**src/design/rsm_ram.sv**
```systemverilog
// Generic single-write, single-read RAM with registered read data.
module rsm_ram #(
   parameter int WIDTH = 32,
   parameter int DEPTH = 64
) (
   input  logic                     clock,
   input  logic                     wr_en,
   input  logic [$clog2(DEPTH)-1:0] wr_addr,
   input  logic [WIDTH-1:0]         wr_data,
   input  logic [$clog2(DEPTH)-1:0] rd_addr,
   output logic [WIDTH-1:0]         rd_data
);

   logic [WIDTH-1:0] mem_ff [DEPTH];
   logic [WIDTH-1:0] rd_data_ff;

   // Write port and registered read port.
   always_ff @(posedge clock) begin
      if (wr_en) begin
         mem_ff[wr_addr] <= wr_data;
      end
      rd_data_ff <= mem_ff[rd_addr];
   end

   assign rd_data = rd_data_ff;

endmodule

```
**config.mk**
```make
export PLATFORM = sky130hd
export DESIGN_NAME = rsm_ram
export DESIGN_NICKNAME = d
export VERILOG_FILES = /design/src/design/rsm_ram.sv
export SDC_FILE = /design/constraint.sdc
export NUM_CORES = 2
export LEC_CHECK = 0
export BUFFER_PORTS_ARGS = -buffer_cell sky130_fd_sc_hd__buf_4
export CORE_MARGIN = 2
export CORE_UTILIZATION = 43
export CTS_CLUSTER_DIAMETER = 40
export DETAILED_ROUTE_END_ITERATION = 8
export SLEW_MARGIN = 20
export SYNTH_ARGS = -nofsm -noshare
export SYNTH_HDL_FRONTEND = slang
export SYNTH_SLANG_ARGS = --single-unit
```
**constraint.sdc**
```tcl
create_clock -name clock -period 3.4 [get_ports clock]
set_input_delay 0.17 -clock clock [delete_from_list [all_inputs] [get_ports clock]]
set_output_delay 0.17 -clock clock [all_outputs]
set_load 0.01 [all_outputs]
```
==> impl_results.md <==
* Area Overhead vs Synth at 19.3%
* Setup WS pre-CTS at 127 ps
* CTS buffer count at 285
* Area of the multi-input gates at 16000 µm²
* Clock sink total at 2080
* Chip Width at 431 µm
* Drt pass-1 iters at 5
* Final hold violation count at 0
* CTS HTree Levels at 5
* Vias in the first global route at 38.8k
* VDD IR-drop max at 565 µV
* Main flop type after synthesis: edfxtp_1
* # Max-Cap Violations at 0
* Post-route ant nets at 0
* Setup bufs post-CTS at 0
* Top Ports at 78
* Clk_skew at 41.9 ps
* Met3 WL at 17.8 mm
* Most frequent cell on the critical path: a21oi_1
* # DRC at 0
* Least-Margin Pin Slew at 914 ps
* Final Net Count at 3826
* Cell count after synthesis at 3324
* Slowest CP cell: dlygate4sd3_1
* Final Util at 0.517
* Leakage at 29.7 nW
* Initial antenna violation count at 9
* DR top layer: met5
* Worst-path clk slew at 60 ps
* Initial core utilization at 0.433
* Final setup violation count at 0
* Status: complete, no violations
* Largest family of logic cells by synthesized area: multiplexers
* Grt ovf at 0
* Multiplexer area fraction after synthesis at 0.168
* Post-place instance area at 84000 µm²
* Ys Warns at 0
* Final WS setup at 931 ps
* Synthesized cell area at 78500 µm²
* Total track usage at 0.231
* Synth Net Count at 3370
* Ys async rst share at 0
* Share of the synthesized area in the top cell type at 0.783
* Register area at 62100 µm²
* Vias per cell at 6.09
* Core area at 181000 µm²
* Synth Area in Adders at 0
* CTS tree: yes
* Area leader, netlist: edfxtp_1
* Max stage delay on crit path at 570 ps
* Die H at 431 µm
* Register area share after synthesis at 0.791
* RSZ-0062 raised after global routing: false
* Fillers at 14.0k
* Setup Crit Path Kind: reg -> reg
* Synth area leaders: edfxtp_1 (78%), mux4_2 (16%), mux2i_1 (1.2%), dfxtp_1 (0.82%), o22ai_1 (0.67%)
* Synth cell count leaders: edfxtp_1 (2048), mux4_2 (544), nor2_1 (137)
* CP Launch Type: register
* Worst Path Required at 4200 ps
* Setup TNS at 0 ps
* Max clock buf depth at 4
* Avg Inst Size Synth at 23.6 µm²
* Hold Path Class: in -> reg
* Routed WL per cell at 33.7 µm
* Synth Area in Simple Gates at 0.0127
* Count leader, synth: edfxtp_1
* Tcrit/Tclk final at 0.726
* EDFF count, synth at 2048
* Layout cells sized above 1 at 0.342
* Crit path DAT at 3270 ps
* Crit path max fanout at 1
* Root buffer cell: clkbuf_16
* Achievable Freq at 0.405 GHz
* Post-synthesis cell type count at 34
* Slew margin rel. at 0.390
* Worst skew pair latency at 920 ps
* CP Cell Sequence: mux4_2 -> mux2i_1 -> a21oi_1 -> buf_4 -> a21oi_1 -> nor2_1 -> dlygate4sd3_1
* Power Density at 645 nW/µm²
* Die ar. at 186000 µm²
* Total wire length at 214 mm
* M1 WL at 88.0 mm
* Period minus WS final at 2470 ps
* Post-route cell area at 93700 µm²
* First-iteration detailed-routing DRC count at 4846
* Largest net degree at the start of global routing at 65
* Critical Path Sink Type: register
* Compound-Gate Fraction of Synth Area at 0.0167
* Gpl congestion at 0.807
* WL met2 at 102 mm
* Number of synthesized register bits at 2080
* Detailed-placement wirelength estimate at 121 mm
* First-pass GRT wire length at 300 mm
* Vias at 38.7k
* I/O Buffers at 77
* Rows at 156
* Xor and xnor area share after synthesis at 0
* Post_cts resized at 0
* Final slew viol count at 0
==> critical path: cells and delay by family (launching register included) <==
family,cells,cell delay (ps)
and+or+nand+nor,1,60
buffers and inverters,2,740
AOI/OAI and AO/OA,2,350
DFF,1,360
muxes,2,850
==> through the flow <==
step	total power, W	hold slack [ps]	instances
finish	0.0604	69.6	6358
global route	0.0621	48.1	6355
CTS	0.0609	18.2	6355
detailed placement	0.0319	573	5825
global placement	0.0318	575	5825
floorplan	0.0304	269	3324
==> cell usage in the layout (no fill, tap or decap), types with 3 or more instances in the layout <==
| master | synthesis | layout |
|---|---|---|
| buf_12 | 0 | 46 |
| mux4_2 | 544 | 544 |
| and3_1 | 4 | 4 |
| a22oi_1 | 12 | 12 |
| nor3_1 | 7 | 5 |
| dlygate4sd3_1 | 0 | 38 |
| nor2_1 | 137 | 75 |
| nand3_1 | 5 | 5 |
| or3b_2 | 3 | 3 |
| clkinvlp_4 | 0 | 30 |
| clkbuf_8 | 0 | 6 |
| a311oi_1 | 8 | 8 |
| nor2b_1 | 15 | 15 |
| clkinv_2 | 0 | 30 |
| inv_8 | 0 | 3 |
| a41o_1 | 4 | 4 |
| mux2i_1 | 93 | 93 |
| edfxtp_1 | 2048 | 2048 |
| inv_6 | 0 | 28 |
| dfxtp_1 | 32 | 32 |
| clkbuf_16 | 0 | 294 |
| a21oi_1 | 62 | 62 |
| clkbuf_1 | 74 | 33 |
| bufinv_16 | 0 | 27 |
| nor2_4 | 0 | 62 |
| buf_4 | 25 | 263 |
| buf_8 | 0 | 3 |
| nand3b_1 | 5 | 5 |
| o22ai_1 | 84 | 84 |
| nand2b_1 | 8 | 7 |
| clkinv_1 | 0 | 24 |
| o221ai_1 | 27 | 27 |
| o32ai_1 | 4 | 4 |
| clkinv_4 | 0 | 15 |
| nand2_1 | 26 | 26 |
| diode_2 | 0 | 3 |
| or3_1 | 3 | 3 |
==> worst paths after layout <==
kind / slack [ps] / cells after the start / from / to
worst max-delay path: 930 / 7 / mem_ff[14][7] / rd_data[7]
worst min-delay path: 70 / 4 / rd_addr[3] / rd_data[5]
worst max register to register: 930 / 7 / mem_ff[14][7] / rd_data[7]
worst min register to register: 810 / 4 / mem_ff[13][4] / rd_data[4]
==> area by class of cell <==
class,instances,share of cell area
Antenna cell,3,0.0000801
Clock buffer,333,0.0807
Clock inverter,159,0.0183
Multi-Input combinational cell,1062,0.170
Sequential cell,2080,0.663
Tap cell,2370,0.0316
Timing Repair Buffer,351,0.0356
==> cell families after synthesis <==
family,Yosys count
and+or+nand+nor,223
DFF,2080
buffers and inverters,182
AOI/OAI and AO/OA,202
muxes,637
==> registers in the layout (all words and copies together) (netlist names) <==
register / count
mem_ff: 2048
rd_data: 32
==> power by group <==
part / switching (W) / total [W] / internal [W] / leakage [nW]
Sequential: 0.000121 / 0.0285 / 0.0284 / 18.7
Clock: 0.0110 / 0.0291 / 0.0181 / 4.47
Combinational: 0.00171 / 0.00281 / 0.00110 / 6.58
Total: 0.0129 / 0.0604 / 0.0476 / 29.7
==> metal layers <==
metal,global-route usage,vias to the layer above
li1,-,15200
met1,0.331,21300
met2,0.361,1866
met3,0.0411,357
met4,0.0730,8
met5,0,-
==> repair_timing <==
item                                    CTS  global route
setup endpoints to repair                 0             0
hold buffers                             38             0
endpoints found under the hold margin  2152             0
No activity file was read; power rests on OpenSTA's default activity.
