### config.mk
export PLATFORM = sky130hd
export DESIGN_NAME = rsm_front
export DESIGN_NICKNAME = d
export VERILOG_FILES = /design/src/design/rsm_pkg.sv /design/src/design/rsm_front.sv
export SDC_FILE = /design/constraint.sdc
export NUM_CORES = 1
export LEC_CHECK = 0
export ABC_AREA = 1
export ABC_CLOCK_PERIOD_IN_PS = 8700
export BUFFER_PORTS_ARGS = -buffer_cell sky130_fd_sc_hd__buf_2
export CAP_MARGIN = 10
export CORE_UTILIZATION = 45
export CTS_BUF_LIST = sky130_fd_sc_hd__clkbuf_4
export CTS_CLUSTER_SIZE = 20
export DETAILED_ROUTE_END_ITERATION = 8
export PLACE_DENSITY = 0.71
export SYNTH_ARGS = -nofsm -noshare
export SYNTH_HDL_FRONTEND = slang
export SYNTH_SLANG_ARGS = --single-unit
### constraint.sdc
create_clock -name clock -period 8.7 [get_ports clock]
set_input_delay 1.305 -clock clock [delete_from_list [all_inputs] [get_ports clock]]
set_output_delay 1.305 -clock clock [all_outputs]
set_load 0.005 [all_outputs]
### src/design/rsm_pkg.sv
// Shared types, constants and exponent tables for the row softmax block.
package rsm_pkg;

   // Width of the probability fraction before it is masked to the result field.
   localparam int SAMPLE_BITS = 16;
   // Quotient width: a probability of exactly one needs one bit more.
   localparam int QUOT_BITS = SAMPLE_BITS + 1;
   // Exponent values are unsigned Q1.16, at most 65536.
   localparam int EXP_BITS = 17;
   // Reset value of the running maximum.
   localparam logic [15:0] MOST_NEGATIVE = 16'h8000;
   // e^-1 in Q2.30.
   localparam logic [63:0] E_INV_Q30 = 64'd395007542;

   typedef logic [30:0] exp_neg_tab_type [32];
   typedef logic [31:0] series_tab_type [256];

   // Finished row handed from the loader to the evaluator.
   typedef struct packed {
      logic        bank;
      logic [15:0] maximum;
   } row_token_type;

   // Powers e^-k in Q2.30, each rounded from the previous one.
   function automatic exp_neg_tab_type build_exp_neg();
      exp_neg_tab_type tab;
      logic [63:0]     a;
      a = 64'd1 << 30;
      for (int k = 0; k < 32; k++) begin
         tab[k] = a[30:0];
         a = (a * E_INV_Q30 + (64'd1 << 29)) >> 30;
      end
      return tab;
   endfunction

   // Taylor series of e^(v/256) in Q2.30 with truncation after every term.
   function automatic logic [31:0] series_value(input logic [7:0] v);
      logic [63:0] term;
      logic [63:0] s;
      logic [63:0] vv;
      vv = 64'(v);
      term = 64'd1 << 30;
      s = term;
      term = (term * vv) / 64'd256;  s = s + term;
      term = (term * vv) / 64'd512;  s = s + term;
      term = (term * vv) / 64'd768;  s = s + term;
      term = (term * vv) / 64'd1024; s = s + term;
      term = (term * vv) / 64'd1280; s = s + term;
      term = (term * vv) / 64'd1536; s = s + term;
      term = (term * vv) / 64'd1792; s = s + term;
      term = (term * vv) / 64'd2048; s = s + term;
      term = (term * vv) / 64'd2304; s = s + term;
      term = (term * vv) / 64'd2560; s = s + term;
      term = (term * vv) / 64'd2816; s = s + term;
      term = (term * vv) / 64'd3072; s = s + term;
      term = (term * vv) / 64'd3328; s = s + term;
      return s[31:0];
   endfunction

   function automatic series_tab_type build_series();
      series_tab_type tab;
      for (int v = 0; v < 256; v++) begin
         tab[v] = series_value(8'(v));
      end
      return tab;
   endfunction

   localparam exp_neg_tab_type EXP_NEG_TAB = build_exp_neg();
   localparam series_tab_type  SERIES_TAB  = build_series();

endpackage

### src/design/rsm_front.sv
// Loader: saturates incoming pairs, stores them and tracks the row maximum.
module rsm_front #(
   parameter int PAIRS_PER_ROW = 32,
   parameter int IDX_BITS      = 5
) (
   input  logic                   clock,
   input  logic                   reset,
   input  logic                   req_valid,
   output logic                   req_stall,
   input  logic [15:0]            req_first_value,
   input  logic [15:0]            req_second_value,
   input  logic [15:0]            req_first_extra,
   input  logic [15:0]            req_second_extra,
   output logic                   wr_en,
   output logic [IDX_BITS:0]      wr_addr,
   output logic [31:0]            wr_data,
   output logic                   push,
   output rsm_pkg::row_token_type push_token,
   input  logic                   queue_full
);

   logic [IDX_BITS-1:0] count_ff, count_in;
   logic [15:0]         max_ff, max_in;
   logic                bank_ff, bank_in;
   logic                accept;
   logic                last_pair;
   logic [15:0]         x0, x1, max_a, max_b;

   // Sum of two Q8.8 values clamped to the Q8.8 range.
   function automatic logic [15:0] sat_sum(input logic [15:0] a, input logic [15:0] b);
      logic [16:0] s;
      s = {a[15], a} + {b[15], b};
      if (s[16] != s[15]) begin
         return s[16] ? 16'h8000 : 16'h7fff;
      end
      return s[15:0];
   endfunction

   assign req_stall = queue_full;
   assign accept    = req_valid & ~queue_full;
   assign last_pair = (count_ff == IDX_BITS'(PAIRS_PER_ROW - 1));

   assign x0    = sat_sum(req_first_value, req_first_extra);
   assign x1    = sat_sum(req_second_value, req_second_extra);
   assign max_a = ($signed(x0) > $signed(max_ff)) ? x0 : max_ff;
   assign max_b = ($signed(x1) > $signed(max_a)) ? x1 : max_a;

   assign wr_en   = accept;
   assign wr_addr = {bank_ff, count_ff};
   assign wr_data = {x1, x0};

   // A completed row is handed over with its bank and maximum.
   assign push               = accept & last_pair;
   assign push_token.bank    = bank_ff;
   assign push_token.maximum = max_b;

   // Row position, maximum and bank selection.
   always_comb begin
      count_in = count_ff;
      max_in   = max_ff;
      bank_in  = bank_ff;
      if (accept) begin
         if (last_pair) begin
            count_in = '0;
            max_in   = rsm_pkg::MOST_NEGATIVE;
            bank_in  = ~bank_ff;
         end else begin
            count_in = count_ff + 1'b1;
            max_in   = max_b;
         end
      end
   end

   always_ff @(posedge clock) begin
      if (reset) begin
         count_ff <= '0;
         max_ff   <= rsm_pkg::MOST_NEGATIVE;
         bank_ff  <= 1'b0;
      end else begin
         count_ff <= count_in;
         max_ff   <= max_in;
         bank_ff  <= bank_in;
      end
   end

endmodule

==> impl_results.md <==
* Status: finished, final reports clean
* Syn Std Cell Area at 4280 sq um
* Register area share after synthesis at 10.3%
* Crit. End Element: output pin
* TritonCTS Buffers at 3
* Design Power at 1110 uW
* Critical-path maximum fanout at 16
* Worst-path clk slew at 0.14 ns
* # IOs at 126
* RSZ-0062 raised after global routing: false
* Initial core utilization at 46.3%
* Nets at 993
* Slowest cell delay on critical path at 0.43 ns
* First-pass GRT wire length at 20100 um
* Largest net degree at the start of global routing at 25
* DIE HEIGHT at 99.5 um
* Post-route ant nets at 0
* Clk sink count at 22
* FMAX at 124 MHz
* Final wirelength at 11900 um
* Slew Viols, Final at 0
* Pwr/cell area at 218 nW/um^2
* Worst path most repeated cell: nand2_1
* Critical Path RT at 7.39 ns
* Die Area at 9890 sq um
* Via count at 5006
* Worst skew pair latency at 0.33 ns
* Row Count at 35
* CTS tree: yes
* Port-buffer cells at 125
* Fin. Hold Viols at 0
* Mean Syn Cell Area at 5.79 sq um
* Cell taking the most area after synthesis: ha_1
* Post-Syn Instances at 739
* Layout cells sized above 1 at 19.3%
* Final setup TNS at 0 ns
* Yosys top cell area share at 19.6%
* Fin crit share at 92.5%
* Drt via density at 5.09
* Leakage power at 0.00287 uW
* Hold WC Path Type: flop to flop
* Clk buf depth at 2
* Fillers at 971
* Total track usage at 24.2%
* Setup violations, final at 0
* Maximum resistive drop on vdd at 0.000124 V
* Critical path's slowest cell: fa_1
* Synth Register Bits at 22
* H-tree depth at 1
* Syn Nets at 876
* Min cycle time layout at 8.05 ns
* Grt ovf at 0
* Diode count at 0
* Worst Tran Pin Value at 0.728 ns
* Arr. time, crit path at 6.75 ns
* Core Area at 9240 sq um
* Drt initial violations at 198
* Top post-synthesis cells by area: ha_1 20%, nand2_1 19%, dfxtp_1 10%, inv_1 10%, nand3_1 8.8%
* Library cells used by synthesis at 35
* DR DRC count at 0
* Slew HR at 51.4%
* CTS Root Buffer Type: clkbuf_4
* 1st-pass router iterations at 5
* Chip width at 99.5 um
* Routability congestion estimate from global placement at 0.913
* Storage cell area at 440 sq um
* Routed len/inst at 12.1 um
* Layout Area Growth over Synthesis at 18.6%
* Detailed placement HPWL at 10200 um
* Multi-input logic area at 3310 sq um
* Startpoint types: input port
* Clock skew at 0.0139 ns
* Synth Warn # at 0
* Crit Path Category: input port to output pin
* Maxcap violations at 0
* Vias in the first global route at 4541
* Initial antenna violation count at 0
[per-stage QoR]
step / setup slack (ns) / instance area, sq um / utilization, % / std cells / hold slack (ns)
6_report: 0.649 / 5070 / 54.9 / 984 / 0.493
3_5_place_dp: 0.335 / 4980 / 53.9 / 978 / 0.475
4_1_cts: 0.268 / 5030 / 54.5 / 982 / 0.494
3_3_place_gp: 0.525 / 4980 / 53.9 / 978 / 0.472
2_1_floorplan: 1.44 / 4280 / - / 739 / 0.457
5_1_grt: 0.0219 / 5070 / 54.9 / 984 / 0.508
[cells in the final DEF (no fill, tap or decap), types with 7 or more instances in the layout]
cell / count
a21oi_1: 56
and2_1: 30
buf_2: 125
dfxtp_1: 22
ha_1: 67
inv_1: 114
nand2_1: 212
nand3_1: 75
nand4_1: 7
nor2_1: 48
nor2_2: 13
o21ai_0: 18
or2_2: 7
xor2_1: 9
[critical path: cells and delay by family]
family	cells	cell delay [ns]
and+or+nand+nor	32	3.01
adders and majority gates	4	1.24
buffers and inverters	6	0.88
AOI/OAI and AO/OA	2	0.29
[cell families after synthesis]
group | Yosys count | synth area share [%]
buffers and inverters | 134 | 12.5
AOI/OAI and AO/OA | 87 | 11.0
adders and majority gates | 69 | 20.5
and+or+nand+nor | 415 | 43.2
DFF | 22 | 10.3
xor gates and xnor gates | 12 | 2.46
[sequential cells by signal, indices dropped and copies added, names as in the netlist]
| name | cells |
|---|---|
| count_ff | 5 |
| max_ff | 16 |
| bank_ff | 1 |
[per-layer routing]
layer	vias up	GRT usage, %	part of all wire (%)
li1	2601	-	-
met1	2263	33.8	49
met2	129	40.8	45
met3	13	3.09	4.8
met4	0	3.28	1.2
met5	-	0	0
[final timing paths]
check,start,to,slack (ns),cells past startpoint
setup / recovery,req_first_value[0],push_token[5],0.65,44
hold / removal,max_ff[10],max_ff[10],0.49,2
setup reg to reg,max_ff[11],max_ff[14],4.69,30
hold reg to reg,max_ff[10],max_ff[10],0.49,2
[report_power, final]
part	total [uW]	internal, uW	leakage [uW]	switching, uW
Clock	82.1	46.6	0.0000279	35.5
Combinational	896	362	0.00266	534
Sequential	128	116	0.000180	12.4
[cell usage after synthesis]
library cell,n
and2_1,30
a21boi_0,1
nand2_2,5
a211oi_1,1
buf_4,6
nand4_1,7
buf_6,1
a22oi_1,1
inv_1,114
o21a_1,1
fa_1,2
ha_1,67
inv_2,1
o21bai_1,2
a21oi_2,3
and3_1,2
clkinv_1,2
nor4_1,2
buf_2,2
or2_2,7
a21oi_1,56
a21o_1,2
xor2_1,9
nor2_4,1
nand3b_1,5
o21ai_0,19
a221oi_1,1
nand2_1,214
nor2_1,50
nor3_1,6
nor2_2,11
clkbuf_1,8
xnor2_1,3
dfxtp_1,22
nand3_1,75
[layout make-up]
cell class / instances / share of cell area, %
Multi-Input combinational cell: 583 / 65.4
Timing Repair Buffer: 129 / 13.0
Inverter: 117 / 8.71
Sequential cell: 22 / 8.69
Tap cell: 129 / 3.18
Clock inverter: 1 / 0.592
Clock buffer: 3 / 0.444
[timing repair]
action,in CTS,in global routing
endpoints found under the setup margin,0,16
hold buffers,0,0
resized for setup,0,8
buffers inserted,0,1
No activity file was read; power rests on OpenSTA's default activity.
