File: src/design/rsm_pkg.sv
// Shared types, constants and exponent tables for the row softmax block.
package rsm_pkg;

   // Width of the probability fraction before it is masked to the result field.
   localparam int SAMPLE_BITS = 16;
   // Quotient width: a probability of exactly one needs one bit more.
   localparam int QUOT_BITS = SAMPLE_BITS + 1;
   // Exponent values are unsigned Q1.16, at most 65536.
   localparam int EXP_BITS = 17;
   // Reset value of the running maximum.
   localparam logic [15:0] MOST_NEGATIVE = 16'h8000;
   // e^-1 in Q2.30.
   localparam logic [63:0] E_INV_Q30 = 64'd395007542;

   typedef logic [30:0] exp_neg_tab_type [32];
   typedef logic [31:0] series_tab_type [256];

   // Finished row handed from the loader to the evaluator.
   typedef struct packed {
      logic        bank;
      logic [15:0] maximum;
   } row_token_type;

   // Powers e^-k in Q2.30, each rounded from the previous one.
   function automatic exp_neg_tab_type build_exp_neg();
      exp_neg_tab_type tab;
      logic [63:0]     a;
      a = 64'd1 << 30;
      for (int k = 0; k < 32; k++) begin
         tab[k] = a[30:0];
         a = (a * E_INV_Q30 + (64'd1 << 29)) >> 30;
      end
      return tab;
   endfunction

   // Taylor series of e^(v/256) in Q2.30 with truncation after every term.
   function automatic logic [31:0] series_value(input logic [7:0] v);
      logic [63:0] term;
      logic [63:0] s;
      logic [63:0] vv;
      vv = 64'(v);
      term = 64'd1 << 30;
      s = term;
      term = (term * vv) / 64'd256;  s = s + term;
      term = (term * vv) / 64'd512;  s = s + term;
      term = (term * vv) / 64'd768;  s = s + term;
      term = (term * vv) / 64'd1024; s = s + term;
      term = (term * vv) / 64'd1280; s = s + term;
      term = (term * vv) / 64'd1536; s = s + term;
      term = (term * vv) / 64'd1792; s = s + term;
      term = (term * vv) / 64'd2048; s = s + term;
      term = (term * vv) / 64'd2304; s = s + term;
      term = (term * vv) / 64'd2560; s = s + term;
      term = (term * vv) / 64'd2816; s = s + term;
      term = (term * vv) / 64'd3072; s = s + term;
      term = (term * vv) / 64'd3328; s = s + term;
      return s[31:0];
   endfunction

   function automatic series_tab_type build_series();
      series_tab_type tab;
      for (int v = 0; v < 256; v++) begin
         tab[v] = series_value(8'(v));
      end
      return tab;
   endfunction

   localparam exp_neg_tab_type EXP_NEG_TAB = build_exp_neg();
   localparam series_tab_type  SERIES_TAB  = build_series();

endpackage

File: src/design/rsm_queue.sv
// Two-entry queue of finished rows between the loader and the evaluator.
module rsm_queue (
   input  logic                   clock,
   input  logic                   reset,
   input  logic                   push,
   input  rsm_pkg::row_token_type push_token,
   input  logic                   pop,
   output rsm_pkg::row_token_type head,
   output logic                   empty,
   output logic                   full
);

   rsm_pkg::row_token_type entry_ff [2];
   logic                   wr_ptr_ff, wr_ptr_in;
   logic                   rd_ptr_ff, rd_ptr_in;
   logic [1:0]             count_ff, count_in;

   assign head  = entry_ff[rd_ptr_ff];
   assign empty = (count_ff == 2'd0);
   assign full  = (count_ff == 2'd2);

   // Pointer and occupancy update.
   always_comb begin
      wr_ptr_in = wr_ptr_ff ^ push;
      rd_ptr_in = rd_ptr_ff ^ pop;
      count_in  = count_ff + 2'(push) - 2'(pop);
   end

   always_ff @(posedge clock) begin
      if (reset) begin
         wr_ptr_ff <= 1'b0;
         rd_ptr_ff <= 1'b0;
         count_ff  <= 2'd0;
      end else begin
         wr_ptr_ff <= wr_ptr_in;
         rd_ptr_ff <= rd_ptr_in;
         count_ff  <= count_in;
      end
   end

   // Payload storage.
   always_ff @(posedge clock) begin
      if (push) begin
         entry_ff[wr_ptr_ff] <= push_token;
      end
   end

endmodule

File: config.mk
export PLATFORM = sky130hd
export DESIGN_NAME = rsm_queue
export DESIGN_NICKNAME = d
export VERILOG_FILES = /design/src/design/rsm_pkg.sv /design/src/design/rsm_queue.sv
export SDC_FILE = /design/constraint.sdc
export NUM_CORES = 1
export LEC_CHECK = 0
export BUFFER_PORTS_ARGS = -buffer_cell sky130_fd_sc_hd__buf_2
export CELL_PAD_IN_SITES_DETAIL_PLACEMENT = 0
export CELL_PAD_IN_SITES_GLOBAL_PLACEMENT = 2
export CORE_AREA = 5 5 55 93
export DETAILED_ROUTE_END_ITERATION = 8
export DIE_AREA = 0 0 60 98
export MAX_ROUTING_LAYER = met4
export PLACE_DENSITY = 0.82
export SYNTH_ARGS = -nofsm -noshare
export SYNTH_HDL_FRONTEND = slang
export SYNTH_SLANG_ARGS = --single-unit
export TNS_END_PERCENT = 30
File: constraint.sdc
create_clock -name clock -period 1.45 [get_ports clock]
set_input_delay 0.145 -clock clock [delete_from_list [all_inputs] [get_ports clock]]
set_output_delay 0.145 -clock clock [all_outputs]
set_load 0.01 [all_outputs]
==> metrics.txt, run 1 <==
register area share after synthesis ~75%; flip-flop and latch area 1100 µm²; CP required approximately 1300 ps; Post-synth EDFFs 34; area delta synth->final 35.6%; via count 775; # diodes 0; multi-input gate area in the final layout 345 µm²; Bufs and invs on worst path 2; CTS Root Cell clkbuf_8; Routed Antenna Nets 0; Slew Limit Fails 0; Layout Cells excl Fill roughly 180; drt drc 0; CP top delay family flip-flops; syn avg cell area slightly above 20 µm²; Clock Skew roughly 1.1 ps; Yosys warnings 0; setup slack, reg-to-reg about 240 ps; Max-cap violations 0; end of the critical path head[5]; Worst Hold Class primary input to flip-flop; FMAX 698 MHz; core footprint ~4300 µm²; synthesis-stage register bit count 38; CTS tree built; Post-Route Setup TNS 0 ps; Setup crit end kind output port; grt total ovfl 0; CP max-delay cell dfxtp_4; Worst VDD drop 1.05 mV; Tightest Pin Transition about 150 ps; final period utilization just under 100%; final setup margin 17.9 ps; DP Worst Slack 225 ps; I/O Buffers 39; post-route cell area about 2000 µm²; CP Launch Point rd_ptr_ff; die area between 5000 and 6000 µm²; end of the worst register-to-register path count_ff[1]; synthesized area between 1000 and 1500 µm²; Post-CTS Setup Inserts 0; nets around 150; # setup viols final 0; post-placement cell count between 150 and 200; worst skew pair latency around 280 ps; post-synthesis async set-or-reset flop share 0%; total track usage a little under a tenth; LEAKAGE slightly above 0.0008 µW; dominant synthesized flop cell edfxtp_1; clock-pin slew on the worst setup and hold paths 60 ps; RePlAce Congestion 0.654; Worst Setup Start Kind flip-flop; most common cell in the synthesized netlist edfxtp_1; vias in the first global route between 800 and 900; P per Cell Area between 1000 and 1500 nW/µm²; DP Wirelength 1810 µm; fillcell total 409; Post-Syn Nets 97; DIE HEIGHT approximately 100 µm; vias per cell 4.43; Worst path max stage delay 420 ps; crit-path cells clkbuf_16 > mux2_4 > buf_6; Max-slew headroom between 90% and 100%; Yosys cell types 12; Post-synth top cells edfxtp_1 (34), mux2_4 (9), mux2_2 (8); RSZ-0062 raised after global routing true; site row count 32; IO Count 40; Synth area leaders edfxtp_1 (69%), mux2_4 (9.1%), mux2_2 (6.1%), dfxtp_1 (5.4%), ha_1 (3.4%); WL/cell 13.9 µm; pin count of the biggest net entering global routing 12; cell count after synthesis between 70 and 80; Die W about 60 µm; WL final 2440 µm; H-tree depth 2; Hold Crit Depth 1; DRT iter0 DRCs 6; CTS sink count 38; CP Max Fanout 4; initial core utilization about a third; leading area contributor after synthesis edfxtp_1; total iterations of the first detailed-routing run 3; layout cell share with drive strength beyond 1 a little under three fifths; worst hold slack 53.7 ps; fin crit period around 1400 ps; reg-to-reg startpoint count_ff[0]; CTS Buffer Depth 2; Crit. path cell count 3; CTS buffer count 5; WP data arrival about 1300 ps; R2R cell count 6; Crit Path Class flip-flop to output port; antenna violations before repair 0; area fraction of the dominant cell type after synthesis approximately 69%; Placed Area between 1500 and 2000 µm²; status finished, final reports clean; first-pass GRT wire length 3710 µm; final hold vios 0
[worst register-to-register path: cells and delay by family, from the launching register on]
| kind | cells | cell delay, ps |
|---|---|---|
| xor+xnor | 1 | 200 |
| flops | 1 | 350 |
| buf+inv | 2 | 110 |
| simple gates | 1 | 80 |
| fa+ha+maj | 2 | 410 |
[placed cells by master, fill, tap and decap left out, types with 2 or more instances in the layout]
| cell type | n |
|---|---|
| inv_1 | 3 |
| nor2_1 | 4 |
| buf_4 | 4 |
| buf_2 | 23 |
| nor2b_1 | 2 |
| mux2_4 | 12 |
| edfxtp_1 | 34 |
| buf_6 | 16 |
| clkbuf_8 | 5 |
| dfxtp_1 | 3 |
| mux2_2 | 5 |
| ha_1 | 4 |
[cells by family after synthesis]
| kind of cell | Yosys count | share of synthesized area (%) |
|---|---|---|
| and+or+nand+nor | 6 | 1.86 |
| DFF | 38 | 74.5 |
| muxes | 17 | 15.2 |
| xor gates and xnor gates | 2 | 2.12 |
| buffers and inverters | 5 | 2.88 |
| adders and majority gates | 4 | 3.39 |
[metrics by stage]
step / power [µW] / utilization (%)
6_report: 2410 / 46.4
5_1_grt: 2540 / 46.4
4_1_cts: 2380 / 43.7
3_5_place_dp: 1700 / 40.6
3_3_place_gp: 1680 / 40.6
2_1_floorplan: 1560 / -
[per-layer routing]
| metal | vias to the layer above | track usage, % | part of all wire [%] |
|---|---|---|---|
| li1 | 368 | - | - |
| met2 | 27 | 16.2 | 58 |
| met5 | - | - | 0 |
| met1 | 374 | 7.77 | 32 |
| met4 | 0 | 5.12 | 2.5 |
| met3 | 6 | 3.31 | 7.5 |
[repair_timing]
item	in CTS	in global routing
gates resized for setup	7	15
endpoints found under the hold margin	0	0
endpoints found under the setup margin	17	7
gates cloned	1	1
hold buffers	0	0
[sequential cells by signal, indices dropped and copies added (netlist names)]
name / count
wr_ptr_ff: 1
count_ff: 2
entry_ff: 34
rd_ptr_ff: 1
[layout make-up]
cell class                      instances  area share (%)
Sequential cell                        38            55.1
Multi-Input combinational cell         29            17.2
Tap cell                               51            3.18
Clock buffer                            6            3.62
Clock inverter                          2           0.437
Inverter                                3           0.562
Timing Repair Buffer                   46            19.9
[worst min-delay path by stage]
| stage | from | end | slack (ps) |
|---|---|---|---|
| final | push_token[0] | entry_ff[1][0] | 50 |
| after global routing | push_token[6] | entry_ff[0][6] | 40 |
| after CTS | push_token[0] | entry_ff[1][0] | 40 |
| after detailed placement | push_token[0] | entry_ff[1][0] | 340 |
| after global placement | push_token[2] | entry_ff[0][2] | 330 |
| after floorplan | reset | wr_ptr_ff | 210 |
[where the power goes]
part	switching [µW]	internal, µW
Sequential	33.9	1280
Combinational	174	283
Clock	315	329
No activity file was read; power rests on OpenSTA's default activity.
==> inputs of run 2 (changes only) <==
--- a/config.mk
+++ b/config.mk
@@ -8,9 +8,9 @@
 export BUFFER_PORTS_ARGS = -buffer_cell sky130_fd_sc_hd__buf_2
 export CELL_PAD_IN_SITES_DETAIL_PLACEMENT = 0
 export CELL_PAD_IN_SITES_GLOBAL_PLACEMENT = 2
-export CORE_AREA = 5 5 55 93
+export CORE_AREA = 2 2 52 90
 export DETAILED_ROUTE_END_ITERATION = 8
-export DIE_AREA = 0 0 60 98
+export DIE_AREA = 0 0 54 92
 export MAX_ROUTING_LAYER = met4
 export PLACE_DENSITY = 0.82
 export SYNTH_ARGS = -nofsm -noshare
==> constraint.sdc (replaced) <==
create_clock -name clock -period 1.45 [get_ports clock]
set_input_delay 0.2175 -clock clock [delete_from_list [all_inputs] [get_ports clock]]
set_output_delay 0.2175 -clock clock [all_outputs]
set_load 0.01 [all_outputs]
==> metrics.txt, run 2 (same netlist as run 1, synthesis figures left out) <==
CTS Buffer Depth 2 (unchanged); CTS tree built; CTS Root Cell clkbuf_8; post-route cell area 2060 µm² (+2.7%); Setup crit end kind output port; Max-slew headroom 91.5% (+1.4 points); setup slack, reg-to-reg 230 ps (about the same); Slew Limit Fails 0 (unchanged); Worst Min Path Start push_token[16]; Placed Area 1770 µm² (+1.0%); Hold Crit Depth 1 (unchanged); worst hold slack 120 ps (+66.7 ps); # diodes 0 (unchanged); WP data arrival 1240 ps (-50 ps); CP top delay family flip-flops; WL final 2440 µm (-0.12%); die area 4970 µm² (-16%); Worst Setup Start Kind flip-flop; total track usage 11.6% (+2.4 points); RSZ-0062 raised after global routing true; CP Max Fanout 5 (+1); total iterations of the first detailed-routing run 4 (+1); P per Cell Area 1280 nW/µm² (+6.0%); Worst Hold Class primary input to flip-flop; site row count 32 (unchanged); fin crit period 1460 ps (+30.3 ps); core footprint 4320 µm² (unchanged); Clock Skew 6.46 ps (+5.41 ps); final period utilization 101% (+2.1 points); Most Frequent Cell on Critical Path buf_6; DRT iter0 DRCs 9 (+3); Crit Path Class flip-flop to output port; final setup margin -12.4 ps (-30.3 ps); max reg flops 34 (unchanged); Layout Cells excl Fill 174 (-0.57%); reg-to-reg startpoint count_ff[0]; status complete, but fails checks; vias in the first global route 806 (-6.0%); failing checks negative setup slack; Util after Layout 47.6% (+1.2 points); DP Wirelength 1680 µm (-7.3%); Routed Antenna Nets 0 (unchanged); pin count of the biggest net entering global routing 18 (+6); CP required 1230 ps (-80 ps); commonest non-fill, non-tap cells in the layout edfxtp_1 (34), buf_2 (22), buf_6 (18); worst skew pair latency 280 ps (about the same); clock-pin slew on the worst setup and hold paths 70 ps (about the same); DIE HEIGHT 92 µm (-6.1%); via count 759 (-2.1%); CTS sink count 38 (unchanged); area delta synth->final 39.3%; CP max-delay cell dfxtp_4; Worst VDD drop 1.17 mV (+12%); Tightest Pin Transition 126 ps (-22.3 ps); vias per cell 4.36 (-1.5%); end of the worst register-to-register path count_ff[1]; IO Count 40 (unchanged); drt drc 0 (unchanged); Worst path max stage delay 400 ps (-20 ps); Bufs and invs on worst path 2 (unchanged); Max-cap violations 0 (unchanged); layout cell share with drive strength beyond 1 56.1% (-0.35 points); Hold EP entry_ff[1][16]; I/O Buffers 39 (unchanged); crit-path cells buf_6 > mux2_4 > buf_6; R2R cell count 6 (unchanged); RePlAce Congestion 0.728 (+11%); first-pass GRT wire length 3750 µm (+0.92%); DP Worst Slack 224 ps (-1.72 ps); antenna violations before repair 0 (unchanged); FMAX 684 MHz (-2.1%); H-tree depth 2 (unchanged); WL/cell 14.0 µm (+0.45%); most common cell after layout, fill and taps aside edfxtp_1; biggest regs entry_ff (34), count_ff (2); initial core utilization 34.2% (unchanged); Die W 54 µm (-10%); nets 147 (-0.68%); grt total ovfl 0 (unchanged); CTS buffer count 5 (unchanged); LEAKAGE 0.000841 µW (+3.4%); final hold vios 0 (unchanged); # setup viols final 11 (+11); Biggest register entry_ff; post-placement cell count 164 (-0.61%)
==> run 2: changes by cell type in the layout (fill, tap and decap cells not counted) <==
cell / delta
mux2_4: +5
mux2_2: -5
clkinv_2: -1
clkbuf_1: +1
clkinv_1: -1
buf_6: +2
clkbuf_16: -1
buf_4: -3
bufinv_16: +1
buf_2: -1
buf_12: +2
==> run 2: stage by stage <==
| stage | setup TNS (ps) | power (µW) |
|---|---|---|
| 5_1_grt | -652 | 2740 |
| 6_report | -81.8 | 2630 |
| 3_5_place_dp | 0 | 1700 |
| 4_1_cts | -323 | 2660 |
| 3_3_place_gp | 0 | 1690 |
| 2_1_floorplan | 0 | 1560 |
==> run 2: worst max-delay path by stage <==
stage | to | slack (ps) | cells past startpoint | start
after floorplan | entry_ff[0][0] | 250 | 2 | wr_ptr_ff
after global placement | head[5] | 230 | 3 | rd_ptr_ff
after detailed placement | head[5] | 220 | 3 | rd_ptr_ff
after CTS | head[5] | -30 | 3 | rd_ptr_ff
after global routing | head[5] | -50 | 3 | rd_ptr_ff
final | head[1] | -10 | 3 | rd_ptr_ff
==> run 2: routing by layer <==
| layer | up-vias | track usage (%) | share of wire, % |
|---|---|---|---|
| met2 | 24 | 20.0 | 61 |
| met1 | 357 | 10.2 | 31 |
| li1 | 372 | - | - |
| met3 | 6 | 4.23 | 5.3 |
| met5 | - | - | 0 |
| met4 | 0 | 6.25 | 2.7 |
==> run 2: worst register-to-register path, cell delays in order (launching register included) <==
cell and delay, ps:
dfxtp_1 350, inv_1 50, ha_1 260, inv_1 60, ha_1 150, xnor3_1 210
nor2_1 80
==> run 2: layout make-up <==
| class | count | area [µm²] |
|---|---|---|
| Fill cell | 390 | 2270 |
| Sequential cell | 38 | 1100 |
| Timing Repair Buffer | 45 | 408 |
| Multi-Input combinational cell | 29 | 364 |
| Clock buffer | 7 | 76.3 |
| Tap cell | 51 | 63.8 |
| Clock inverter | 1 | 30.0 |
| Inverter | 3 | 11.3 |
==> run 2: where the power goes <==
part / internal [µW] / switching (µW) / total [µW] / leakage [µW]
Clock: 514 / 323 / 836 / 0.0000524
Sequential: 1280 / 32.2 / 1310 / 0.000353
Combinational: 299 / 181 / 480 / 0.000435
Total: 2090 / 536 / 2630 / 0.000841
==> run 2: what timing repair did <==
item,in CTS,in global routing
gates resized for setup,30,0
cloned,1,0
hold buffers,0,0
endpoints found under the setup margin,17,17
setup buffers,1,0
==> inputs of run 3 (changes only) <==
--- a/config.mk
+++ b/config.mk
@@ -5,14 +5,15 @@
 export SDC_FILE = /design/constraint.sdc
 export NUM_CORES = 1
 export LEC_CHECK = 0
+export ABC_AREA = 1
 export BUFFER_PORTS_ARGS = -buffer_cell sky130_fd_sc_hd__buf_2
 export CELL_PAD_IN_SITES_DETAIL_PLACEMENT = 0
 export CELL_PAD_IN_SITES_GLOBAL_PLACEMENT = 2
-export CORE_AREA = 2 2 52 90
+export CORE_AREA = 2 2 52 91
 export DETAILED_ROUTE_END_ITERATION = 8
-export DIE_AREA = 0 0 54 92
+export DIE_AREA = 0 0 54 93
 export MAX_ROUTING_LAYER = met4
-export PLACE_DENSITY = 0.82
+export PLACE_DENSITY = 0.83
 export SYNTH_ARGS = -nofsm -noshare
 export SYNTH_HDL_FRONTEND = slang
 export SYNTH_SLANG_ARGS = --single-unit
==> metrics.txt, run 3 <==
# setup viols final 14 (+3); Synth Area in Adders 3.37% (-0.020 points); CTS Buffer Depth 2 (unchanged); CP Max Fanout 5 (unchanged); failing checks negative setup slack; Util after Layout 46.6% (-0.95 points); CTS Root Cell clkbuf_8; Hold EP entry_ff[0][7]; Setup crit end kind output port; final period utilization 102% (+1.0 points); Max-slew headroom 84.5% (-7.1 points); fin crit period 1480 ps (+14.8 ps); end of the worst register-to-register path count_ff[1]; synthesis-stage register bit count 38 (unchanged); DP Wirelength 1790 µm (+6.7%); Worst Min Path Start push_token[7]; post-route cell area 2020 µm² (-2.0%); leading area contributor after synthesis edfxtp_1; setup slack, reg-to-reg 130 ps (-100 ps); Post-synth top cells edfxtp_1 (34), mux2_4 (9), mux2_2 (8); total track usage 10.8% (-0.75 points); WP data arrival 1260 ps (+20 ps); # diodes 0 (unchanged); hold buffer count at cts 0 (unchanged); initial core utilization 34.4% (+0.20 points); Max-cap violations 0 (unchanged); vias per cell 4.47 (+2.5%); Worst path max stage delay 390 ps (about the same); Layout Cells excl Fill 182 (+4.6%); area fraction of the dominant cell type after synthesis 68.7% (-0.41 points); syn avg cell area 18.6 µm² (-9.5%); Tightest Pin Transition 233 ps (+107 ps); Clock Skew 2.80 ps (-3.66 ps); IO Count 40 (unchanged); pin count of the biggest net entering global routing 18 (unchanged); most common cell after layout, fill and taps aside edfxtp_1; largest family of logic cells by synthesized area multiplexers; I/O Buffers 39 (unchanged); status complete, but fails checks; DP Worst Slack 135 ps (-88.5 ps); core footprint 4320 µm² (unchanged); WL final 2510 µm (+2.8%); post-placement cell count 172 (+4.9%); R2R cell count 8 (+2); Crit Path Class flip-flop to output port; Synth Area in XOR/XNOR 0.589% (-1.5 points); Worst Setup Start Kind flip-flop; final hold vios 0 (unchanged); CTS buffer count 5 (unchanged); Yosys cell types 13 (+1); cell count after synthesis 80 (+11%); DIE HEIGHT 93 µm (+1.1%); Post-synth EDFFs 34 (unchanged); CP required 1230 ps (about the same); drt drc 0 (unchanged); post-synthesis async set-or-reset flop share 0% (unchanged); most common cell in the synthesized netlist edfxtp_1; RePlAce Congestion 0.668 (-8.1%); biggest regs entry_ff (34), count_ff (2); LEAKAGE 0.000838 µW (-0.38%); worst skew pair latency 280 ps (about the same); Die W 54 µm (unchanged); Placed Area 1760 µm² (-0.92%); nets 155 (+5.4%); register area share after synthesis 74.1% (-0.44 points); site row count 32 (unchanged); complex-gate fraction of the synthesized area 0.337% (+0.34 points); Worst Hold Class primary input to flip-flop; H-tree depth 2 (unchanged); area delta synth->final 35.7%; Simple-Gate Fraction of Synth Area 2.61% (+0.75 points); Post-Syn Nets 105 (+8.2%); final setup margin -27.2 ps (-14.8 ps); Slew Limit Fails 0 (unchanged); Yosys warnings 0 (unchanged); RSZ-0062 raised after global routing true; CTS sink count 38 (unchanged); WL/cell 13.8 µm (-1.7%); die area 5020 µm² (+1.1%); P per Cell Area 1180 nW/µm² (-7.4%); grt total ovfl 0 (unchanged); dominant synthesized flop cell edfxtp_1; crit-path cells clkbuf_16 > mux2_4 > buf_6; Worst VDD drop 0.639 mV (-45%); clock-pin slew on the worst setup and hold paths 70 ps (about the same); reg-to-reg startpoint count_ff[0]; FMAX 677 MHz (-1.0%); post-synthesis mux area share 15.2% (-0.090 points); via count 814 (+7.2%); antenna violations before repair 0 (unchanged); Routed Antenna Nets 0 (unchanged); layout cell share with drive strength beyond 1 51.9% (-4.2 points); Hold Crit Depth 1 (unchanged); synthesized area 1490 µm² (+0.59%); first-pass GRT wire length 3600 µm (-3.9%); max reg flops 34 (unchanged); CTS tree built; CP max-delay cell dfxtp_4; Synth area leaders edfxtp_1 (69%), mux2_4 (9.1%), mux2_2 (6.1%), dfxtp_1 (5.4%), ha_1 (3.4%); Biggest register entry_ff; DRT iter0 DRCs 32 (+23); commonest non-fill, non-tap cells in the layout edfxtp_1 (34), buf_2 (22), mux2_4 (17), buf_6 (17), inv_1 (7); total iterations of the first detailed-routing run 4 (unchanged); vias in the first global route 842 (+4.5%)
## run 3: changes by cell type after synthesis
cell | before | now
a21oi_1 | 0 | 1
inv_1 | 3 | 7
nand2_1 | 0 | 3
nand3_1 | 0 | 1
nor2_1 | 4 | 6
nor2b_1 | 2 | 0
xnor3_1 | 1 | 0
## run 3: final cells by class
class / instances / area, µm²
clock buffers: 5 / 68.8
clock inverters: 3 / 11.3
fillers: 388 / 2310
inverters: 7 / 26.3
multi-input cells: 33 / 358
flip-flops and latches: 38 / 1100
well taps: 51 / 63.8
repair buffers: 45 / 384
## run 3: through the flow
stage | power (µW) | setup TNS, ps | hold slack (ps)
CTS | 2360 | -273 | 120
detailed placement | 1660 | 0 | 412
floorplan | 1530 | 0 | 284
finish | 2380 | -169 | 124
global route | 2490 | -716 | 114
global placement | 1640 | 0 | 407
## run 3: worst max path at each step
stage,cells past startpoint,endpoint,from
after floorplan,2,entry_ff[0][0],wr_ptr_ff
after global placement,8,count_ff[1],count_ff[0]
after detailed placement,8,count_ff[1],count_ff[0]
after CTS,3,head[6],rd_ptr_ff
after global routing,3,head[16],rd_ptr_ff
final,3,head[16],rd_ptr_ff
## run 3: what timing repair did
action                     CTS  global route
buffers inserted             1             0
cloned                       0             1
gates resized for setup     16            13
setup endpoints to repair   17            17
## run 3: where the power goes
group / internal, µW / total [µW] / switching [µW]
combinational: 262 / 444 / 182
sequential: 1270 / 1300 / 30.1
clock: 320 / 634 / 314
## run 3: cell families (layout without fill, tap and decap cells)
family / Yosys count / count (layout)
compound gates: 1 / 1
xor+xnor: 1 / 1
fa+ha+maj: 4 / 4
buf+inv: 9 / 60
flops: 38 / 38
mux: 17 / 17
simple gates: 10 / 10
## run 3: critical path, delay by kind of cell, from the launching register on
family                 cells  cell delay, ps
buffers and inverters      2             280
flip-flops                 1             390
multiplexers               1             300
## run 3: per-layer routing
layer  up-vias  wire length, µm  track usage, %
met1       397              803            8.29
met5         -                0               -
met3         6               91            2.40
li1        389                -               -
met4         0               79            7.50
met2        22             1530            20.2
